[src/hdl/aozb_pkg.sv]
`default_nettype none
package aozb_pkg;

    localparam int NUM_ORIENTATIONS = 24;
    localparam logic [4:0] NUM_ORIENT_5 = 5'd24;

    // Weight that passes a path through unchanged.
    localparam logic signed [7:0] PCT_FULL = 8'sd100;

    // ceil(2^29 / 100): exact floor(m / 100) for m below 2^22.
    localparam int RECIP_SHIFT = 29;
    localparam logic [22:0] RECIP_100 = 23'd5368710;

    typedef enum logic [2:0] {
        CFG_ORIENT_FIRST  = 3'd0,
        CFG_ORIENT_SECOND = 3'd1,
        CFG_DUAL_ORIENT   = 3'd2,
        CFG_ZEROS_FIRST   = 3'd3,
        CFG_ZEROS_SECOND  = 3'd4,
        CFG_INV_CAL_FLAGS = 3'd5
    } cfg_index_t;

    // Sensor axis feeding each board axis, packed {yaw, pitch, roll}.
    localparam logic [5:0] MAP_A = {2'd2, 2'd1, 2'd0};
    localparam logic [5:0] MAP_B = {2'd2, 2'd0, 2'd1};
    localparam logic [5:0] MAP_C = {2'd1, 2'd2, 2'd0};
    localparam logic [5:0] MAP_D = {2'd0, 2'd2, 2'd1};
    localparam logic [5:0] MAP_E = {2'd1, 2'd0, 2'd2};
    localparam logic [5:0] MAP_F = {2'd0, 2'd1, 2'd2};

    localparam logic [5:0] AXIS_MAP [NUM_ORIENTATIONS] = '{
        MAP_A, MAP_B, MAP_A, MAP_B,
        MAP_C, MAP_D, MAP_C, MAP_D,
        MAP_A, MAP_B, MAP_A, MAP_B,
        MAP_C, MAP_D, MAP_C, MAP_D,
        MAP_E, MAP_F, MAP_E, MAP_F,
        MAP_E, MAP_F, MAP_E, MAP_F
    };

    // Negate flags per board axis, packed {yaw, pitch, roll}.
    localparam logic [2:0] AXIS_NEG [NUM_ORIENTATIONS] = '{
        3'b011, 3'b010, 3'b000, 3'b001,
        3'b111, 3'b110, 3'b010, 3'b011,
        3'b110, 3'b111, 3'b101, 3'b100,
        3'b100, 3'b101, 3'b001, 3'b000,
        3'b110, 3'b100, 3'b000, 3'b010,
        3'b101, 3'b111, 3'b011, 3'b001
    };

    typedef struct packed {
        logic load_a;
        logic load_b;
    } stage_ctl_t;

endpackage
`default_nettype wire

[src/hdl/aozb_path.sv]
`default_nettype none
module aozb_path (
    input  wire logic signed [15:0] raw [3],
    input  wire logic        [4:0]  orient,
    input  wire logic        [63:0] zeros,
    input  wire logic               inv_done,
    input  wire logic signed [15:0] smooth,
    output logic signed      [15:0] axes [3],
    output logic signed      [17:0] vert
);
    import aozb_pkg::*;

    logic [4:0]         oi;
    logic [5:0]         map;
    logic [2:0]         neg;
    logic signed [15:0] norm_z;
    logic signed [15:0] half_diff;
    logic signed [15:0] yaw_zero;

    assign oi        = (orient < NUM_ORIENT_5) ? orient : 5'd0;
    assign map       = AXIS_MAP[oi];
    assign neg       = AXIS_NEG[oi];
    assign norm_z    = zeros[47:32];
    assign half_diff = zeros[63:48];
    assign yaw_zero  = inv_done ? (norm_z - half_diff) : 16'sd0;

    always_comb
    begin
        logic signed [15:0] v;
        logic signed [9:0]  s;
        logic signed [15:0] z;
        logic signed [16:0] d;
        logic signed [15:0] t;
        for (int i = 0; i < 2; i++)
        begin
            v = raw[map[2*i +: 2]];
            s = v[15:6];
            z = zeros[16*i +: 16];
            d = {{7{s[9]}}, s} - {z[15], z};
            axes[i] = neg[i] ? -d[15:0] : d[15:0];
        end
        // Yaw: polarity first, then the zero.
        v = raw[map[5:4]];
        s = v[15:6];
        t = {{6{s[9]}}, s};
        axes[2] = (neg[2] ? -t : t) - yaw_zero;
    end

    assign vert = {{2{smooth[15]}}, smooth} + {{2{norm_z[15]}}, norm_z}
                - {{2{yaw_zero[15]}}, yaw_zero};

endmodule
`default_nettype wire

[config.mk]
export PLATFORM = sky130hd
export DESIGN_NAME = aozb_path
export DESIGN_NICKNAME = d
export VERILOG_FILES = /design/src/hdl/aozb_pkg.sv /design/src/hdl/aozb_path.sv
export SDC_FILE = /design/constraint.sdc
export NUM_CORES = 1
export LEC_CHECK = 0
export ABC_AREA = 1
export BUFFER_PORTS_ARGS = -buffer_cell sky130_fd_sc_hd__buf_2
export CORE_MARGIN = 3
export CORE_UTILIZATION = 40
export DETAILED_ROUTE_END_ITERATION = 8
export MAX_ROUTING_LAYER = met4
export PLACE_DENSITY_LB_ADDON = 0.3
export RECOVER_POWER = 100
export SLEW_MARGIN = 20
export SYNTH_ARGS = -nofsm -noshare
export SYNTH_HDL_FRONTEND = slang
export SYNTH_SLANG_ARGS = --single-unit
[constraint.sdc]
create_clock -name vclk -period 4.02
set_input_delay 0 -clock vclk [all_inputs]
set_output_delay 0 -clock vclk [all_outputs]
set_load 0.05 [all_outputs]
==> results of run 1 <==
## layer usage
layer  GRT usage [%]  vias to the layer above  share of wire [%]  wire [µm]
li1                -                     4243                  -          -
met1            28.1                     3411                 49       9350
met5               -                        -                  0          0
met2            35.9                      203                 46       8800
met3           0.520                       14                4.8        924
met4            1.79                        0               0.81        155
## worst min-delay path, delay by kind of cell
kind / cells / cell delay [ns]
buffers and inverters: 2 / 0.34
adders and majority gates: 1 / 0.12
## metrics by stage
step	std cells	instance area (µm²)	worst slack [ns]
2_1_floorplan	1242	6720	0.124
3_3_place_gp	1634	7870	0.212
3_5_place_dp	1634	7870	0.0856
4_1_cts	1634	7870	0.0734
5_1_grt	1636	7870	-0.0268
6_report	1637	7870	0.292
## area by class of cell
| cell class | instances | area (µm²) |
|---|---|---|
| fillers | 1781 | 8300 |
| multi-input cells | 932 | 5530 |
| inverters | 296 | 1120 |
| repair buffers | 192 | 947 |
| well taps | 216 | 270 |
| diodes | 1 | 2.50 |
## synthesized netlist by cell type, drive strengths merged
library cell | instances | area share [%]
a21o | 3 | 0.34
nor4 | 1 | 0.093
o31ai | 2 | 0.22
buf | 9 | 1.2
inv | 295 | 16
a211o | 1 | 0.13
o21ai | 54 | 4.6
nand4 | 22 | 2.0
o211ai | 13 | 1.5
xnor2 | 23 | 3.0
a31oi | 6 | 0.56
clkinv | 1 | 0.13
xor2 | 42 | 5.5
a211oi | 3 | 0.34
nor3 | 9 | 0.67
a21oi | 79 | 5.9
o21a | 1 | 0.11
nand3 | 73 | 5.7
o21bai | 4 | 0.45
clkbuf | 5 | 0.28
ha | 81 | 15
nand3b | 8 | 0.89
a221oi | 1 | 0.13
o22ai | 3 | 0.28
a21bo | 1 | 0.15
nand2 | 368 | 21
a22oi | 2 | 0.22
or2 | 2 | 0.19
nor2 | 102 | 6.0
o221ai | 1 | 0.13
and2 | 2 | 0.19
a21boi | 5 | 0.56
fa | 20 | 6.0
## worst paths after layout
check                       to  slack [ns]
worst max-delay path  vert[15]        0.29
worst min-delay path   vert[0]        0.45
## repair_timing
item,CTS,global route
hold buffers,0,0
gates resized for setup,0,15
endpoints found under the setup margin,0,7
setup buffers,0,2
## cell families (layout without fill, tap and decap cells)
group	Yosys count	after routing	share of synthesized area, %
other	0	1	0
adder cells (fa/ha/maj)	101	101	21.0
AO/OA/AOI/OAI	179	179	15.6
AND/OR/NAND/NOR	587	587	36.9
buffers and inverters	310	488	18.0
XOR/XNOR	65	65	8.47
## power breakdown
part | leakage [nW] | switching [W] | total [W] | internal (W)
clock network | 0.00000634 | 0 | 0.0000000000333 | 0.0000000000333
registers | 0 | 0 | 0 | 0
logic | 4.82 | 0.00269 | 0.00365 | 0.000962
total | 4.82 | 0.00269 | 0.00365 | 0.000962
==> flow_summary_export.csv, run 1 <==
group,metric,value,unit
run_status,run_status,"completed",
cells_and_area,ff_latch_area,0,µm²
floorplan,die_w,136,µm
critical_path,critPathLaunchType,"input port",
global_routing,global_route.overflow_total,0,
detailed_routing,drt-vias-per-instance,4.81,
global_routing,antenna_found_initial,0,
cells_and_area,layout.cells.most_common_list,"sky130_fd_sc_hd__nand2_1 (355), sky130_fd_sc_hd__inv_1 (282), sky130_fd_sc_hd__buf_2 (127)",
detailed_routing,number_of_nets_still_failing_antenna_checks_after_routing,0,
critical_path,cp_slowest_cell,"sky130_fd_sc_hd__fa_1",
critical_path,top_delay_family_on_crit_path,"adder cells",
cells_and_area,flops_and_latches,0,
synthesis,syn-cell-area,6720,µm²
sta,final_max_slew_viol_count,0,
critical_path,critical_path_cell_count,26,
cells_and_area,final_core_util,48.7,%
min_path,hold_path_depth,3,
cells_and_area,clock_buffer_count,0,
sta,fmaxAchievable,268,MHz
floorplan,starting_density_of_the_core,41.6,%
synthesis,synth_sequential_area_ratio,0,%
detailed_routing,routed-via-count,7871,
detailed_routing,first_iter_violations,436,
synthesis,yosys.cell_types.count,43,
global_routing,grt_max_degree,21,
synthesis,yosysWarningCount,0,
global_routing,number_of_global_route_vias_before_repair,7217,
power_and_ir_drop,post-layout-total-power,0.00365,W
power_and_ir_drop,power.static_leakage,4.82,nW
global_routing,globalRouteTotalUtil,20.7,%
placement,numPortBuffers,182,
floorplan,die-area,18400,µm²
sta,final.hold.worst_slack,0.455,ns
critical_path,worst-endpoint-arrival,3.73,ns
cells_and_area,layout_commonest_cell,"sky130_fd_sc_hd__nand2_1",
cells_and_area,nets,1657,
floorplan,core_area,16200,µm²
floorplan,floorplan.io_pins,200,
detailed_routing,drt_drc,0,
sta,final.period_utilization,92.7,%
sta,tightest_slew,0.681,ns
critical_path,cp.required,4.02,ns
min_path,hp-start,"zeros[32]",
cells_and_area,areaGrowthSynthToFinish,17.1,%
floorplan,chipHeight,136,µm
critical_path,start_point_of_the_critical_path,"zeros[32]",
power_and_ir_drop,cellPowerDensity,464,nW/µm²
floorplan,row_count,46,
critical_path,crit_top_cell,"sky130_fd_sc_hd__inv_1",
power_and_ir_drop,power.ir.vdd_worst,0.341,mV
sta,finalHoldViolCount,0,
sta,timing.slew.headroom,54.8,%
synthesis,synthesis.instances,1242,
placement,detailed_place_hpwl,17200,µm
critical_path,criticalPathCategory,"in -> out",
critical_path,critical_path.max_stage_delay,0.47,ns
critical_path,worst-path-max-fanout,5,
global_routing,grt_pass1_wl,31800,µm
sta,timing.setup.tns,0,ns
detailed_routing,detail_route.first_pass.iterations,5,
sta,period_needed,3.73,ns
detailed_routing,avgRoutedWirePerCell,11.7,µm
synthesis,synth_nets,1477,
sta,finalSetupViolCount,0,
min_path,hp_class,"in -> out",
run,maxcap_violations,0,
placement,gpl.final_weighted_congestion,0.946,
synthesis,postSynthAreaPerCell,5.41,µm²
cells_and_area,post_route_cells_drive_above_1_share,14.8,%
critical_path,crit_buf_inv,7,
critical_path,critPathCaptureType,"output pin",
detailed_routing,totalWireLength,19200,µm
No activity file was read; power rests on OpenSTA's default activity.
==> inputs of run 2 (changes only) <==
Settings changed: ABC_AREA 1 to unset.
==> flow_summary_export.csv, run 2 <==
group,metric,value,unit
cells_and_area,nets,1386,
cells_and_area,clock_buffer_count,0,
placement,numPortBuffers,182,
cells_and_area,fillerInstances,1474,
global_routing,grt_pass1_wl,27500,µm
synthesis,post_synth_xor_area_fraction,13.5,%
global_routing,antenna_found_initial,2,
power_and_ir_drop,power.sequential.fraction,0,%
synthesis,syn-cell-area,6140,µm²
sta,timing.setup.tns,0,ns
synthesis,synth_top_family_by_area,"compound AO/OA/AOI/OAI gates",
synthesis,yosys.area_share.adder,23.0,%
floorplan,floorplan.io_pins,200,
synthesis,count_leader_synth,"sky130_fd_sc_hd__inv_1",
detailed_routing,first_iter_violations,245,
synthesis,yosysWarningCount,0,
critical_path,cp_slowest_cell,"sky130_fd_sc_hd__fa_1",
synthesis,synth_nets,1134,
power_and_ir_drop,power.static_leakage,4.34,nW
cells_and_area,layout_commonest_cell,"sky130_fd_sc_hd__buf_2",
sta,postLayoutSetupSlackWorst,0.190,ns
detailed_routing,drt-vias-per-instance,5.16,
synthesis,yosys.cell_types.count,81,
cells_and_area,multi_input_area,5880,µm²
floorplan,chipHeight,130,µm
sta,tightest_slew,0.656,ns
critical_path,crit_top_cell,"sky130_fd_sc_hd__buf_4",
critical_path,start_point_of_the_critical_path,"zeros[32]",
synthesis,synth_sequential_area_ratio,0,%
floorplan,die_w,130,µm
cells_and_area,post_route_cells_drive_above_1_share,30.9,%
synthesis,synth-compound-area-share,24.2,%
sta,timing.slew.headroom,56.3,%
synthesis,synthesis.instances,899,
power_and_ir_drop,power.ir.vdd_worst,0.627,mV
synthesis,synth_simple_gate_area_share,22.5,%
cells_and_area,flops_and_latches,0,
run_status,run_status,"completed",
cells_and_area,areaGrowthSynthToFinish,35.2,%
global_routing,grt_max_degree,25,
sta,final_max_slew_viol_count,0,
floorplan,row_count,44,
synthesis,post_synth_mux_area_share,6.27,%
critical_path,critical_path.max_stage_delay,0.47,ns
detailed_routing,routed-via-count,6895,
critical_path,worst-endpoint-arrival,3.83,ns
critical_path,cp.required,4.02,ns
run,maxcap_violations,0,
critical_path,critPathLaunchType,"input port",
cells_and_area,ff_latch_area,0,µm²
floorplan,starting_density_of_the_core,41.6,%
critical_path,criticalPathCategory,"in -> out",
synthesis,yosysTopAreaCellShare,16.5,%
sta,fmaxAchievable,261,MHz
sta,period_needed,3.83,ns
floorplan,die-area,16900,µm²
global_routing,globalRouteTotalUtil,19.7,%
sta,finalSetupViolCount,0,
power_and_ir_drop,pwr-share-comb,100.0,%
detailed_routing,detail_route.first_pass.iterations,4,
critical_path,critPathCaptureType,"output pin",
cells_and_area,finalInstanceArea,8310,µm²
power_and_ir_drop,power_report.internal_total,0.00149,W
detailed_routing,avgRoutedWirePerCell,13.1,µm
synthesis,yosys-top-cells-area,"sky130_fd_sc_hd__ha_1 (16%), sky130_fd_sc_hd__xnor2_1 (9.4%), sky130_fd_sc_hd__inv_1 (9.2%)",
sta,finalHoldViolCount,0,
critical_path,path_cells,"buf_2 > inv_1 > ha_2 > fa_2 > nor2b_2 > o21ai_1 > a21boi_1 > buf_4 > o211ai_1 > nand2_1 > nor2_1 > xnor2_1 > and2_1 > fa_1 > inv_1 > ha_1 > buf_4 > or3_1 > o21ai_2 > buf_6 > a21oi_1 > a21oi_1 > xnor2_1 > buf_4",
sta,final.period_utilization,95.3,%
detailed_routing,drt_drc,0,
critical_path,worst-path-max-fanout,4,
synthesis,synth_top_cell_by_area,"sky130_fd_sc_hd__ha_1",
min_path,hp_class,"in -> out",
global_routing,number_of_global_route_vias_before_repair,6192,
detailed_routing,number_of_nets_still_failing_antenna_checks_after_routing,0,
placement,detailed_place_hpwl,15200,µm
detailed_routing,totalWireLength,17500,µm
min_path,hp-start,"zeros[16]",
power_and_ir_drop,p_switching,0.00269,W
cells_and_area,layout.cells.most_common_list,"sky130_fd_sc_hd__buf_2 (169), sky130_fd_sc_hd__inv_1 (150), sky130_fd_sc_hd__buf_4 (87)",
global_routing,global_route.overflow_total,0,
sta,setup_repair_after_global_routing_missed_its_margin,"yes",
power_and_ir_drop,switching_share,64.4,%
synthesis,postSynthAreaPerCell,6.83,µm²
power_and_ir_drop,cellPowerDensity,503,nW/µm²
placement,gpl.final_weighted_congestion,0.947,
synthesis,yosys-top-cells-count,"sky130_fd_sc_hd__inv_1 (151), sky130_fd_sc_hd__ha_1 (81), sky130_fd_sc_hd__nor2_1 (73), sky130_fd_sc_hd__nand2_1 (70), sky130_fd_sc_hd__xnor2_1 (66)",
floorplan,core_area,14800,µm²
placement,postPlaceCellArea,7930,µm²
placement,dpl_worst_slack,-0.175,ns
power_and_ir_drop,power.share.clock,0,%
run 2: per-stage QoR:
| stage | utilization [%] | hold WS (ns) | power [W] | cells |
|---|---|---|---|---|
| after detailed placement | 53.8 | 0.481 | 0.00393 | 1325 |
| after global placement | 53.8 | 0.475 | 0.00390 | 1325 |
| after global routing | 56.3 | 0.515 | 0.00448 | 1336 |
| final | 56.3 | 0.475 | 0.00418 | 1336 |
| after CTS | 54.1 | 0.477 | 0.00399 | 1325 |
| after floorplan | - | 0.336 | 0.00298 | 899 |
run 2: what timing repair did:
action	CTS	global route
pin swaps	1	25
endpoints found under the setup margin	7	21
gates resized for setup	13	65
buffers inserted	0	8
hold buffers	0	0
hold endpoints to repair	0	0
run 2: path summary, 6_finish.rpt:
| kind | end | slack, ns | depth (start not counted) |
|---|---|---|---|
| setup / recovery | vert[13] | 0.19 | 24 |
| hold / removal | axes[16] | 0.48 | 4 |
run 2: final cells by class:
type,count,share of cell area (%)
repair buffers,269,19.5
well taps,184,2.77
diodes,3,0.0904
multi-input cells,729,70.8
inverters,151,6.82
run 2: power groups by stage:
stage	sequential (W)	combinational (W)	clock, W
after floorplan	0	0.00298	0
after global placement	0	0.00390	0
after detailed placement	0	0.00393	0
after CTS	0	0.00399	0
after global routing	0	0.00448	0.0000000000998
final	0	0.00418	0.0000000000999
run 2: cells by family (layout without fill, tap and decap cells):
family,after synthesis,count (layout)
compound gates,222,222
xor+xnor,95,95
fa+ha+maj,101,101
buf+inv,170,420
mux,38,38
other cells,0,3
simple gates,273,273
run 2: routing by layer:
metal | vias up | global-route usage, % | routed length [µm]
met5 | - | - | 0
met1 | 3141 | 25.0 | 7870
met3 | 12 | 0.982 | 639
met4 | 0 | 1.83 | 163
met2 | 134 | 36.1 | 8790
li1 | 3608 | - | -
run 2: critical path, delay by kind of cell:
family                   cells  cell delay [ns]
buffers and inverters        7             0.84
AND/OR/NAND/NOR              5             0.78
XOR/XNOR                     2             0.22
adder cells (fa/ha/maj)      4             1.13
AO/OA/AOI/OAI                6             0.85
