[src/hdl/aozb_pkg.sv]
`default_nettype none
package aozb_pkg;

    localparam int NUM_ORIENTATIONS = 24;
    localparam logic [4:0] NUM_ORIENT_5 = 5'd24;

    // Weight that passes a path through unchanged.
    localparam logic signed [7:0] PCT_FULL = 8'sd100;

    // ceil(2^29 / 100): exact floor(m / 100) for m below 2^22.
    localparam int RECIP_SHIFT = 29;
    localparam logic [22:0] RECIP_100 = 23'd5368710;

    typedef enum logic [2:0] {
        CFG_ORIENT_FIRST  = 3'd0,
        CFG_ORIENT_SECOND = 3'd1,
        CFG_DUAL_ORIENT   = 3'd2,
        CFG_ZEROS_FIRST   = 3'd3,
        CFG_ZEROS_SECOND  = 3'd4,
        CFG_INV_CAL_FLAGS = 3'd5
    } cfg_index_t;

    // Sensor axis feeding each board axis, packed {yaw, pitch, roll}.
    localparam logic [5:0] MAP_A = {2'd2, 2'd1, 2'd0};
    localparam logic [5:0] MAP_B = {2'd2, 2'd0, 2'd1};
    localparam logic [5:0] MAP_C = {2'd1, 2'd2, 2'd0};
    localparam logic [5:0] MAP_D = {2'd0, 2'd2, 2'd1};
    localparam logic [5:0] MAP_E = {2'd1, 2'd0, 2'd2};
    localparam logic [5:0] MAP_F = {2'd0, 2'd1, 2'd2};

    localparam logic [5:0] AXIS_MAP [NUM_ORIENTATIONS] = '{
        MAP_A, MAP_B, MAP_A, MAP_B,
        MAP_C, MAP_D, MAP_C, MAP_D,
        MAP_A, MAP_B, MAP_A, MAP_B,
        MAP_C, MAP_D, MAP_C, MAP_D,
        MAP_E, MAP_F, MAP_E, MAP_F,
        MAP_E, MAP_F, MAP_E, MAP_F
    };

    // Negate flags per board axis, packed {yaw, pitch, roll}.
    localparam logic [2:0] AXIS_NEG [NUM_ORIENTATIONS] = '{
        3'b011, 3'b010, 3'b000, 3'b001,
        3'b111, 3'b110, 3'b010, 3'b011,
        3'b110, 3'b111, 3'b101, 3'b100,
        3'b100, 3'b101, 3'b001, 3'b000,
        3'b110, 3'b100, 3'b000, 3'b010,
        3'b101, 3'b111, 3'b011, 3'b001
    };

    typedef struct packed {
        logic load_a;
        logic load_b;
    } stage_ctl_t;

endpackage
`default_nettype wire

[src/hdl/aozb_scale.sv]
`default_nettype none
module aozb_scale (
    input  wire logic                    clk,
    input  wire aozb_pkg::stage_ctl_t    ctl,
    input  wire logic signed [15:0]      value,
    input  wire logic signed [7:0]       weight,
    output logic signed      [15:0]      scaled
);
    import aozb_pkg::*;

    logic signed [23:0] prod;
    logic        [21:0] mag_next;
    logic        [21:0] mag_reg;
    logic               neg_reg;
    logic        [44:0] recip_prod;
    logic        [15:0] quot;
    logic signed [15:0] scaled_next;
    logic signed [15:0] scaled_reg;

    // Stage A: weight product, split into sign and magnitude.
    assign prod     = value * weight;
    assign mag_next = prod[23] ? 22'(-prod) : prod[21:0];

    always_ff @(posedge clk)
    begin
        if (ctl.load_a)
        begin
            mag_reg <= mag_next;
            neg_reg <= prod[23];
        end
    end

    // Stage B: divide by one hundred through the reciprocal, truncate toward zero.
    assign recip_prod  = {23'd0, mag_reg} * {22'd0, RECIP_100};
    assign quot        = recip_prod[RECIP_SHIFT +: 16];
    assign scaled_next = neg_reg ? -quot : quot;

    always_ff @(posedge clk)
    begin
        if (ctl.load_b)
        begin
            scaled_reg <= scaled_next;
        end
    end

    assign scaled = scaled_reg;

endmodule
`default_nettype wire

[config.mk]
export PLATFORM = sky130hd
export DESIGN_NAME = aozb_scale
export DESIGN_NICKNAME = d
export VERILOG_FILES = /design/src/hdl/aozb_pkg.sv /design/src/hdl/aozb_scale.sv
export SDC_FILE = /design/constraint.sdc
export NUM_CORES = 1
export LEC_CHECK = 0
export BUFFER_PORTS_ARGS = -buffer_cell sky130_fd_sc_hd__buf_2
export CORE_MARGIN = 2
export CORE_UTILIZATION = 38
export CTS_CLUSTER_SIZE = 24
export DETAILED_ROUTE_END_ITERATION = 8
export HOLD_SLACK_MARGIN = 0.15
export PLACE_DENSITY = 0.59
export SYNTH_ARGS = -nofsm -noshare
export SYNTH_HDL_FRONTEND = slang
export SYNTH_SLANG_ARGS = --single-unit
[constraint.sdc]
create_clock -name clk -period 14.1 [get_ports clk]
set_input_delay 2.82 -clock clk [delete_from_list [all_inputs] [get_ports clk]]
set_output_delay 2.82 -clock clk [all_outputs]
set_load 0.005 [all_outputs]
==> flow_summary.ini, run 1 <==
[status]
outcome = complete, no violations

[synthesis]
synth_top_family_by_area = adder cells
synth_area_leader_cell = fa_1
yosysMostFrequentCell = inv_1
synth_nets = 2214
netlist_top_cells_count = inv_1 (432), ha_1 (284), fa_1 (281)
ys_types = 63
synthMuxAreaShare_pct = 0.0726
synth-simple-area-share_pct = 10.9
synthAdderAreaFrac_pct = 59.2
synth_compound_area_share_pct = 7.14
ys_ff_latch = 39
synth_edf_count = 39
seq_area_frac_synth_pct = 7.55
synth_area_leaders = fa_1 (36%), ha_1 (23%), inv_1 (10%)
synthArstFlopShare_pct = 0
syn_avg_cell_area_um2 = 9.56
netlist_area_um2 = 15500
synth.top_cell.area_share_pct = 36.3
netlist_instances = 1622
ys.flop_type = edfxtp_1
yosys_warnings = 0
synth_xor_area_share_pct = 4.12

[grt]
grt_pass1_vias = 11200
grt_max_degree = 24
grtUsageTotal_pct = 17.0
overflow = 0
grt_first_pass_wirelength_mm = 57.2
antenna_found_initial = 0

[floorplanning]
rows = 73
start_util_pct = 38.8
ios = 43
die_w_um = 206
die_h_um = 206
dieArea_um2 = 42400
core_area_um2 = 40000

[job]
cap_violations = 0

[placement]
place_congestion = 0.874
io_buffers = 42
dpl.hpwl_mm = 30.1

[clock_network]
cts-htree-levels = 2
cts_resized = 0
cts_setup_buffers = 0
numCtsBuffers = 5
clk_latency_ns = 0.30
clk_path_buf_depth = 2
clkTransAtPathRegs_ns = 0.06
cts_tree = yes
cts.hold.buffers_added = 0
cts.sinks = 39
cts_root_buffer = clkbuf_16

[finish]
drive_gt1_share_pct = 3.81
largest_reg_flops = 22
final_nets = 2244
area_growth_pct = 6.11
n_antenna_cell = 0
fillers = 4032

[worst_setup_path]
crit_path_top_delay_cell = fa_1
critical_path.cell_chain = buf_2, inv_1, fa_1, fa_1, inv_1, fa_1, inv_1, fa_1, inv_1, ha_1, or4_1, a21oi_1, o31a_1, xnor2_1, nor4b_1, and3_1, nor2b_1, a31oi_1, xnor2_1
required_ns = 14.15
max_stage_delay_ns = 0.55
worstSetupEndpointType = register
arrival_ns = 8.08
cp-start-kind = primary input
crit_buf_inv = 5
worstSetupPathType = in2reg
critPathMaxFanout = 16
critical_path.top_delay_family = adder cells

[route]
route.met2.wl_mm = 16.2
avgViaCountPerCell = 4.87
maxUsedRoutingLayer = met4
antenna_left = 0
drt_iter0_markers = 364
wl_mm = 33.7
firstDrtPassIters = 5
dr_wl_met3_mm = 1.00
num_vias = 10600
met1_length_mm = 15.8
drc = 0
wl_per_cell_um = 15.5

[sta]
period_minus_slack_ns = 8.03
fin_crit_sh_pct = 57.0
clock.fmax_ghz = 0.125
finClkSkew_ns = 0.00739
worst_pin_slew_ns = 0.774
hold_viol = 0
slew_headroom_pct = 48.4
rsz0062_at_grt = false
slew_violations = 0
setup_viol = 0
fin_tns_setup_ns = 0

[worst_hold_path]
hp-class = reg2reg
==> worst paths after layout <==
path                               from               endpoint  slack [ns]  cells after the start
setup / recovery              weight[7]  mag_reg[21]$_DFFE_PP_        6.07                     19
hold / removal        neg_reg$_DFFE_PP_    scaled[1]$_DFFE_PP_        1.12                      2
setup reg to reg  mag_reg[11]$_DFFE_PP_   scaled[11]$_DFFE_PP_        6.36                     22
hold reg to reg       neg_reg$_DFFE_PP_    scaled[1]$_DFFE_PP_        1.12                      2
==> tightest hold or removal path: stages, from the launching register on <==
cell and delay [ns]:
edfxtp_1 0.70, nand2_1 0.14, o21ai_0 0.07
==> cell families after synthesis <==
| family | Yosys count |
|---|---|
| buf+inv | 453 |
| mux | 1 |
| xor+xnor | 72 |
| compound gates | 170 |
| simple gates | 322 |
| fa+ha+maj | 565 |
| flops | 39 |
==> layer usage <==
metal	global-route usage [%]	vias up
li1	-	5178
met1	23.6	5262
met2	28.6	136
met3	1.86	33
met4	4.23	0
met5	0	-
==> cells in the final DEF, fill, tap and decap left out, types with 3 or more instances in the layout <==
cell type and instances:
a211oi_1 4, a21o_1 20, a21oi_1 60, a311o_1 3
a31oi_1 11, and2_1 81, and3_1 14, and4_1 4
buf_2 42, clkbuf_16 5, edfxtp_1 39, fa_1 281
ha_1 284, inv_1 432, nand2_1 86, nand2b_1 20
nand3_1 16, nand4_1 14, nor2_1 42, nor2b_1 6
nor3_1 19, nor4_1 5, o211ai_1 4, o21a_1 5
o21ai_0 23, o21ai_1 10, o21bai_1 3, or3_1 3
or4_1 4, xnor2_1 43, xor2_1 28
==> cell type report <==
| type | instances | area [um^2] | share of cell area, % |
|---|---|---|---|
| multi-input combinational | 1130 | 12600 | 76.8 |
| inverter | 433 | 1630 | 9.88 |
| sequential | 39 | 1170 | 7.12 |
| tap | 525 | 657 | 3.99 |
| timing repair buffer | 43 | 218 | 1.32 |
| clock buffer | 5 | 125 | 0.761 |
| clock inverter | 3 | 23.8 | 0.145 |
==> per-stage QoR <==
stage	hold slack, ns	instance area, um^2	worst slack, ns	utilization [%]	std cells
after detailed placement	1.10	16300	5.76	40.7	2170
final	1.12	16400	6.07	41.1	2178
after CTS	1.12	16400	6.09	41.1	2178
after global placement	1.10	16300	5.88	40.7	2170
after global routing	1.18	16400	5.72	41.1	2178
after floorplan	0.702	15500	6.21	-	1622
Power of run 1 is not shown: default switching activity piles up to over one toggle a cycle in this logic, so the estimate is an artifact.
==> run 2: changes to the inputs <==
Settings changed: PLACE_DENSITY 0.59 to 0.61.
Clock period 14.1 ns to 6.4 ns, I/O delays scaled along.
==> run 2 against run 1 <==
  * The run now ends with negative setup slack left
  * Via count increased by 9.2%
  * First-iteration DRC count rose by 11%
  * Non-clock buffer count up 230
  * Critical path type is now reg2reg
  * Flip-flop and latch count unchanged
  * Clock skew up 0.0075 ns
  * Wire length is 9.9% higher
  * Worst hold slack improved by 0.021 ns
  * Cell area up 14%
  * Cell count up 11%
  * Global-route usage up 1.2 points
  * Worst setup slack got worse by 6.5 ns
  * Register-to-register slack got worse by 6.8 ns
==> flow_summary.ini, run 2 (same netlist as run 1, synthesis figures left out) <==
[finish]
seqCellArea_um2 = 1170
final_nets = 2474
layout_commonest_cell = inv_1
multi_input_area_um2 = 13100
final_cell_mix = inv_1 (425), fa_1 (279), ha_1 (268), buf_4 (226), nand2_1 (83)
fillers = 3839
largest_reg_flops = 22
area_growth_pct = 20.8
n_antenna_cell = 0
drive_gt1_share_pct = 19.2

[route]
drt_iter0_markers = 405
firstDrtPassIters = 4
wl_per_cell_um = 15.4
avgViaCountPerCell = 4.81
drc = 0
wl_mm = 37.1
antenna_left = 0
num_vias = 11600

[placement]
place_congestion = 0.935
io_buffers = 42
pre_cts_ws_ns = -0.667
dpl.hpwl_mm = 33.5

[sta]
rsz0062_at_grt = true
worst_pin_slew_ns = 0.879
slew_violations = 0
finClkSkew_ns = 0.0149
slew_headroom_pct = 41.4
hold_slack_ns = 1.14
period_minus_slack_ns = 6.83
fin_crit_sh_pct = 107
clock.fmax_ghz = 0.146
setup_viol = 15
setup_ws_ns = -0.435
hold_viol = 0

[grt]
grt_max_degree = 24
grt_pass1_vias = 12600
grtUsageTotal_pct = 18.3
grt_first_pass_wirelength_mm = 61.8
overflow = 0
antenna_found_initial = 0

[worst_setup_path]
crit_buf_inv = 7
r2r_start = mag_reg[10]$_DFFE_PP_
r2r-end = scaled[13]$_DFFE_PP_
regToRegSetupSlack_ns = -0.43
crit_path_top_delay_cell = edfxtp_1
max_stage_delay_ns = 0.51
worstSetupEndpointType = register
cp-start-kind = register
cpMostUsedCell = fa_1
critPathMaxFanout = 6
worstSetupPathType = reg2reg
arrival_ns = 6.87
worstRegToRegCells = 25
critical_path.top_delay_family = adder cells
required_ns = 6.44

[floorplanning]
rows = 73
ios = 43
die_w_um = 206
die_h_um = 206
start_util_pct = 38.8
dieArea_um2 = 42400
core_area_um2 = 40000

[clock_network]
clk_latency_ns = 0.31
cts-htree-levels = 2
cts_tree = yes
clk_path_buf_depth = 2
cts_root_buffer = clkbuf_16
clkTransAtPathRegs_ns = 0.07
cts.hold.buffers_added = 0
numCtsBuffers = 5
cts.sinks = 39

[worst_hold_path]
hold_end = scaled[5]$_DFFE_PP_
hp-class = reg2reg
hold-path-cell-count = 2
hp-start = neg_reg$_DFFE_PP_

[status]
violations = negative setup slack
outcome = finished, violations left

[job]
cap_violations = 0
[run 2: cell count changes in the layout (fill, tap and decap cells not counted), moves of 8 or more]
cell	change
buf_4	+225
ha_1	-16
ha_4	+13
a21oi_1	-8
[run 2: metrics by stage]
stage                     setup TNS, ns  instance area, um^2  instances  util (%)
after floorplan                  -0.904                15600       1622         -
after global placement            -3.60                18000       2378      45.0
after detailed placement          -6.48                18000       2378      45.0
after CTS                         -3.69                18500       2406      46.3
after global routing              -8.12                18700       2408      46.8
final                             -4.52                18700       2408      46.8
[run 2: what timing repair did]
| item | CTS | global route |
|---|---|---|
| gates resized for setup | 39 | 33 |
| setup endpoints to repair | 15 | 18 |
| setup buffers | 20 | 4 |
| pin swaps | 17 | 9 |
| cloned | 0 | 0 |
[run 2: area by class of cell]
type,count,area share (%)
multi-input combinational,1130,69.9
timing repair buffer,273,10.6
inverter,433,8.68
sequential,39,6.25
tap,525,3.51
clock buffer,6,0.688
clock inverter,2,0.321
[run 2: worst max-delay path by stage]
| stage | start | endpoint | slack [ns] | cells past startpoint |
|---|---|---|---|---|
| after floorplan | mag_reg[12]$_DFFE_PP_ | scaled[13]$_DFFE_PP_ | -0.26 | 22 |
| after global placement | mag_reg[13]$_DFFE_PP_ | scaled[15]$_DFFE_PP_ | -0.43 | 21 |
| after detailed placement | mag_reg[7]$_DFFE_PP_ | scaled[13]$_DFFE_PP_ | -0.67 | 22 |
| after CTS | mag_reg[6]$_DFFE_PP_ | scaled[14]$_DFFE_PP_ | -0.37 | 26 |
| after global routing | mag_reg[6]$_DFFE_PP_ | scaled[11]$_DFFE_PP_ | -0.67 | 25 |
| final | mag_reg[10]$_DFFE_PP_ | scaled[13]$_DFFE_PP_ | -0.43 | 25 |
[run 2: metal layers]
layer  GRT usage (%)  routed length (um)  vias to the layer above  share of wire, %
li1                -                   -                     5630                 -
met1            24.1               17300                     5792                47
met2            32.7               18400                      125                50
met3            1.37                 760                       33               2.0
met4            3.90                 653                        0               1.8
met5               0                   0                        -                 0
[run 2: tightest hold or removal path, stage by stage (launching register included)]
cell and delay [ns]:
edfxtp_1 0.75, o41ai_4 0.15, xnor2_1 0.13
Power of run 2 is left out for the same reason.
==> run 3: changes to the inputs <==
Settings changed: ABC_AREA set to 1.
==> run 3 against run 2 <==
  * The flow now finishes without violations
  * Area after synthesis rose by 11%
  * Cell count rose by 20%
  * Cell area rose by 3.2%
  * Maximum frequency rose by 9.3%
  * Critical path type unchanged
==> flow_summary.ini, run 3 <==
[floorplanning]
die_h_um = 217
start_util_pct = 38.2
die_w_um = 217
core_area_um2 = 45100
rows = 78
dieArea_um2 = 47100
ios = 43

[synthesis]
seq_area_frac_synth_pct = 6.80
ys.flop_type = edfxtp_1
ys_types = 41
yosysMostFrequentCell = inv_1
synth.top_cell.area_share_pct = 32.6
netlist_top_cells_count = inv_1 (694), nand2_1 (497), ha_1 (284)
syn_avg_cell_area_um2 = 7.81
synth_area_leader_cell = fa_1
synth_nets = 2797
netlist_instances = 2205
yosys_warnings = 0
synth_area_leaders = fa_1 (33%), ha_1 (21%), inv_1 (15%)
synthArstFlopShare_pct = 0
netlist_area_um2 = 17200
synth_edf_count = 39
ys_ff_latch = 39

[clock_network]
cts.sinks = 39
cts_root_buffer = clkbuf_16
clkTransAtPathRegs_ns = 0.06
cts-htree-levels = 2
numCtsBuffers = 5
clk_path_buf_depth = 2
clk_latency_ns = 0.31
cts_tree = yes

[route]
dr_wl_met3_um = 960
met1_length_mm = 18.3
drc = 0
maxUsedRoutingLayer = met4
drt_iter0_markers = 500
wl_mm = 41.0
avgViaCountPerCell = 4.57
num_vias = 13200
antenna_left = 0
firstDrtPassIters = 5
wl_per_cell_um = 14.2
route.met2.wl_mm = 20.6

[worst_setup_path]
cpMostUsedCell = fa_1
worstSetupPathType = reg2reg
arrival_ns = 6.32
cp-start-kind = register
max_stage_delay_ns = 0.57
critPathMaxFanout = 7
required_ns = 6.47
crit_path_top_delay_cell = fa_1
worstSetupEndpointType = register

[finish]
area_growth_pct = 12.2
final_nets = 2882
post-route-util_pct = 42.9
drive_gt1_share_pct = 13.3
layout_commonest_cell = inv_1
n_antenna_cell = 0
largest_reg_flops = 22
final_cell_mix = inv_1 (680), nand2_1 (468), fa_1 (276), ha_1 (256), nor2_1 (61)

[grt]
overflow = 0
grt_max_degree = 24
grt_first_pass_wirelength_mm = 68.4
grt_pass1_vias = 14000
antenna_found_initial = 0
grtUsageTotal_pct = 18.1

[sta]
finClkSkew_ns = 0.00715
slew_headroom_pct = 46.4
fin_crit_sh_pct = 97.7
worst_pin_slew_ns = 0.804
slew_violations = 0
hold_viol = 0
hold_slack_ns = 1.12
period_minus_slack_ns = 6.25
setup_viol = 0
rsz0062_at_grt = true
clock.fmax_ghz = 0.160

[placement]
io_buffers = 42
dpl.hpwl_mm = 37.0
place_congestion = 0.912

[worst_hold_path]
hp-class = reg2reg

[job]
cap_violations = 0

[status]
outcome = complete, no violations
## run 3: changes by cell type after synthesis, moves of 21 or more
cell     delta
and2_1     -81
inv_1     +262
nand2_1   +411
nand2_2    +21
nand3_1    +43
nor2_1     +33
xnor2_1    -28
## run 3: layout make-up
type,count,area (um^2)
clock buffer,5,125
clock inverter,3,23.8
fill,4627,25800
inverter,699,2630
multi-input combinational,1433,13800
sequential,39,1170
tap,600,751
timing repair buffer,112,786
## run 3: final timing paths
kind / start / to / slack [ns] / cells after the start
min reg2reg: neg_reg$_DFFE_PP_ / scaled[13]$_DFFE_PP_ / 1.12 / 3
max reg2reg: mag_reg[9]$_DFFE_PP_ / scaled[12]$_DFFE_PP_ / 0.15 / 29
min: neg_reg$_DFFE_PP_ / scaled[13]$_DFFE_PP_ / 1.12 / 3
max: mag_reg[9]$_DFFE_PP_ / scaled[12]$_DFFE_PP_ / 0.15 / 29
## run 3: metrics by stage
step                TNS, ns  worst slack [ns]  cell area, um^2  cells
finish                    0             0.145            19300   2891
global route         -0.854            -0.177            19300   2891
CTS                       0            0.0460            18500   2861
detailed placement        0            0.0571            18400   2853
global placement          0            0.0768            18400   2853
floorplan                 0             0.298            17200   2205
## run 3: per-layer routing
metal / global-route usage, % / vias to the layer above
met4: 4.63 / 0
li1: - / 6623
met5: 0 / -
met1: 22.5 / 6363
met3: 1.55 / 51
met2: 33.6 / 165
## run 3: critical path: cells and delay by family, from the launching register on
kind,cells,cell delay [ns]
fa+ha+maj,9,3.71
simple gates,15,1.44
buf+inv,5,0.36
flops,1,0.48
## run 3: what timing repair did
action / in CTS / in global routing
hold endpoints to repair: 0 / 0
resized for setup: 0 / 132
setup buffers: 0 / 30
hold buffers: 0 / 0
setup endpoints to repair: 0 / 14
## run 3: cells by family (layout without fill, tap and decap cells)
group | after synthesis | after routing | synth area share (%)
AO/OA/AOI/OAI | 85 | 85 | 2.84
XOR/XNOR | 49 | 49 | 2.71
adder cells (fa/ha/maj) | 565 | 565 | 53.3
buffers and inverters | 733 | 819 | 16.0
flip-flops | 39 | 39 | 6.80
AND/OR/NAND/NOR | 734 | 734 | 18.3
Power of run 3 is left out for the same reason.
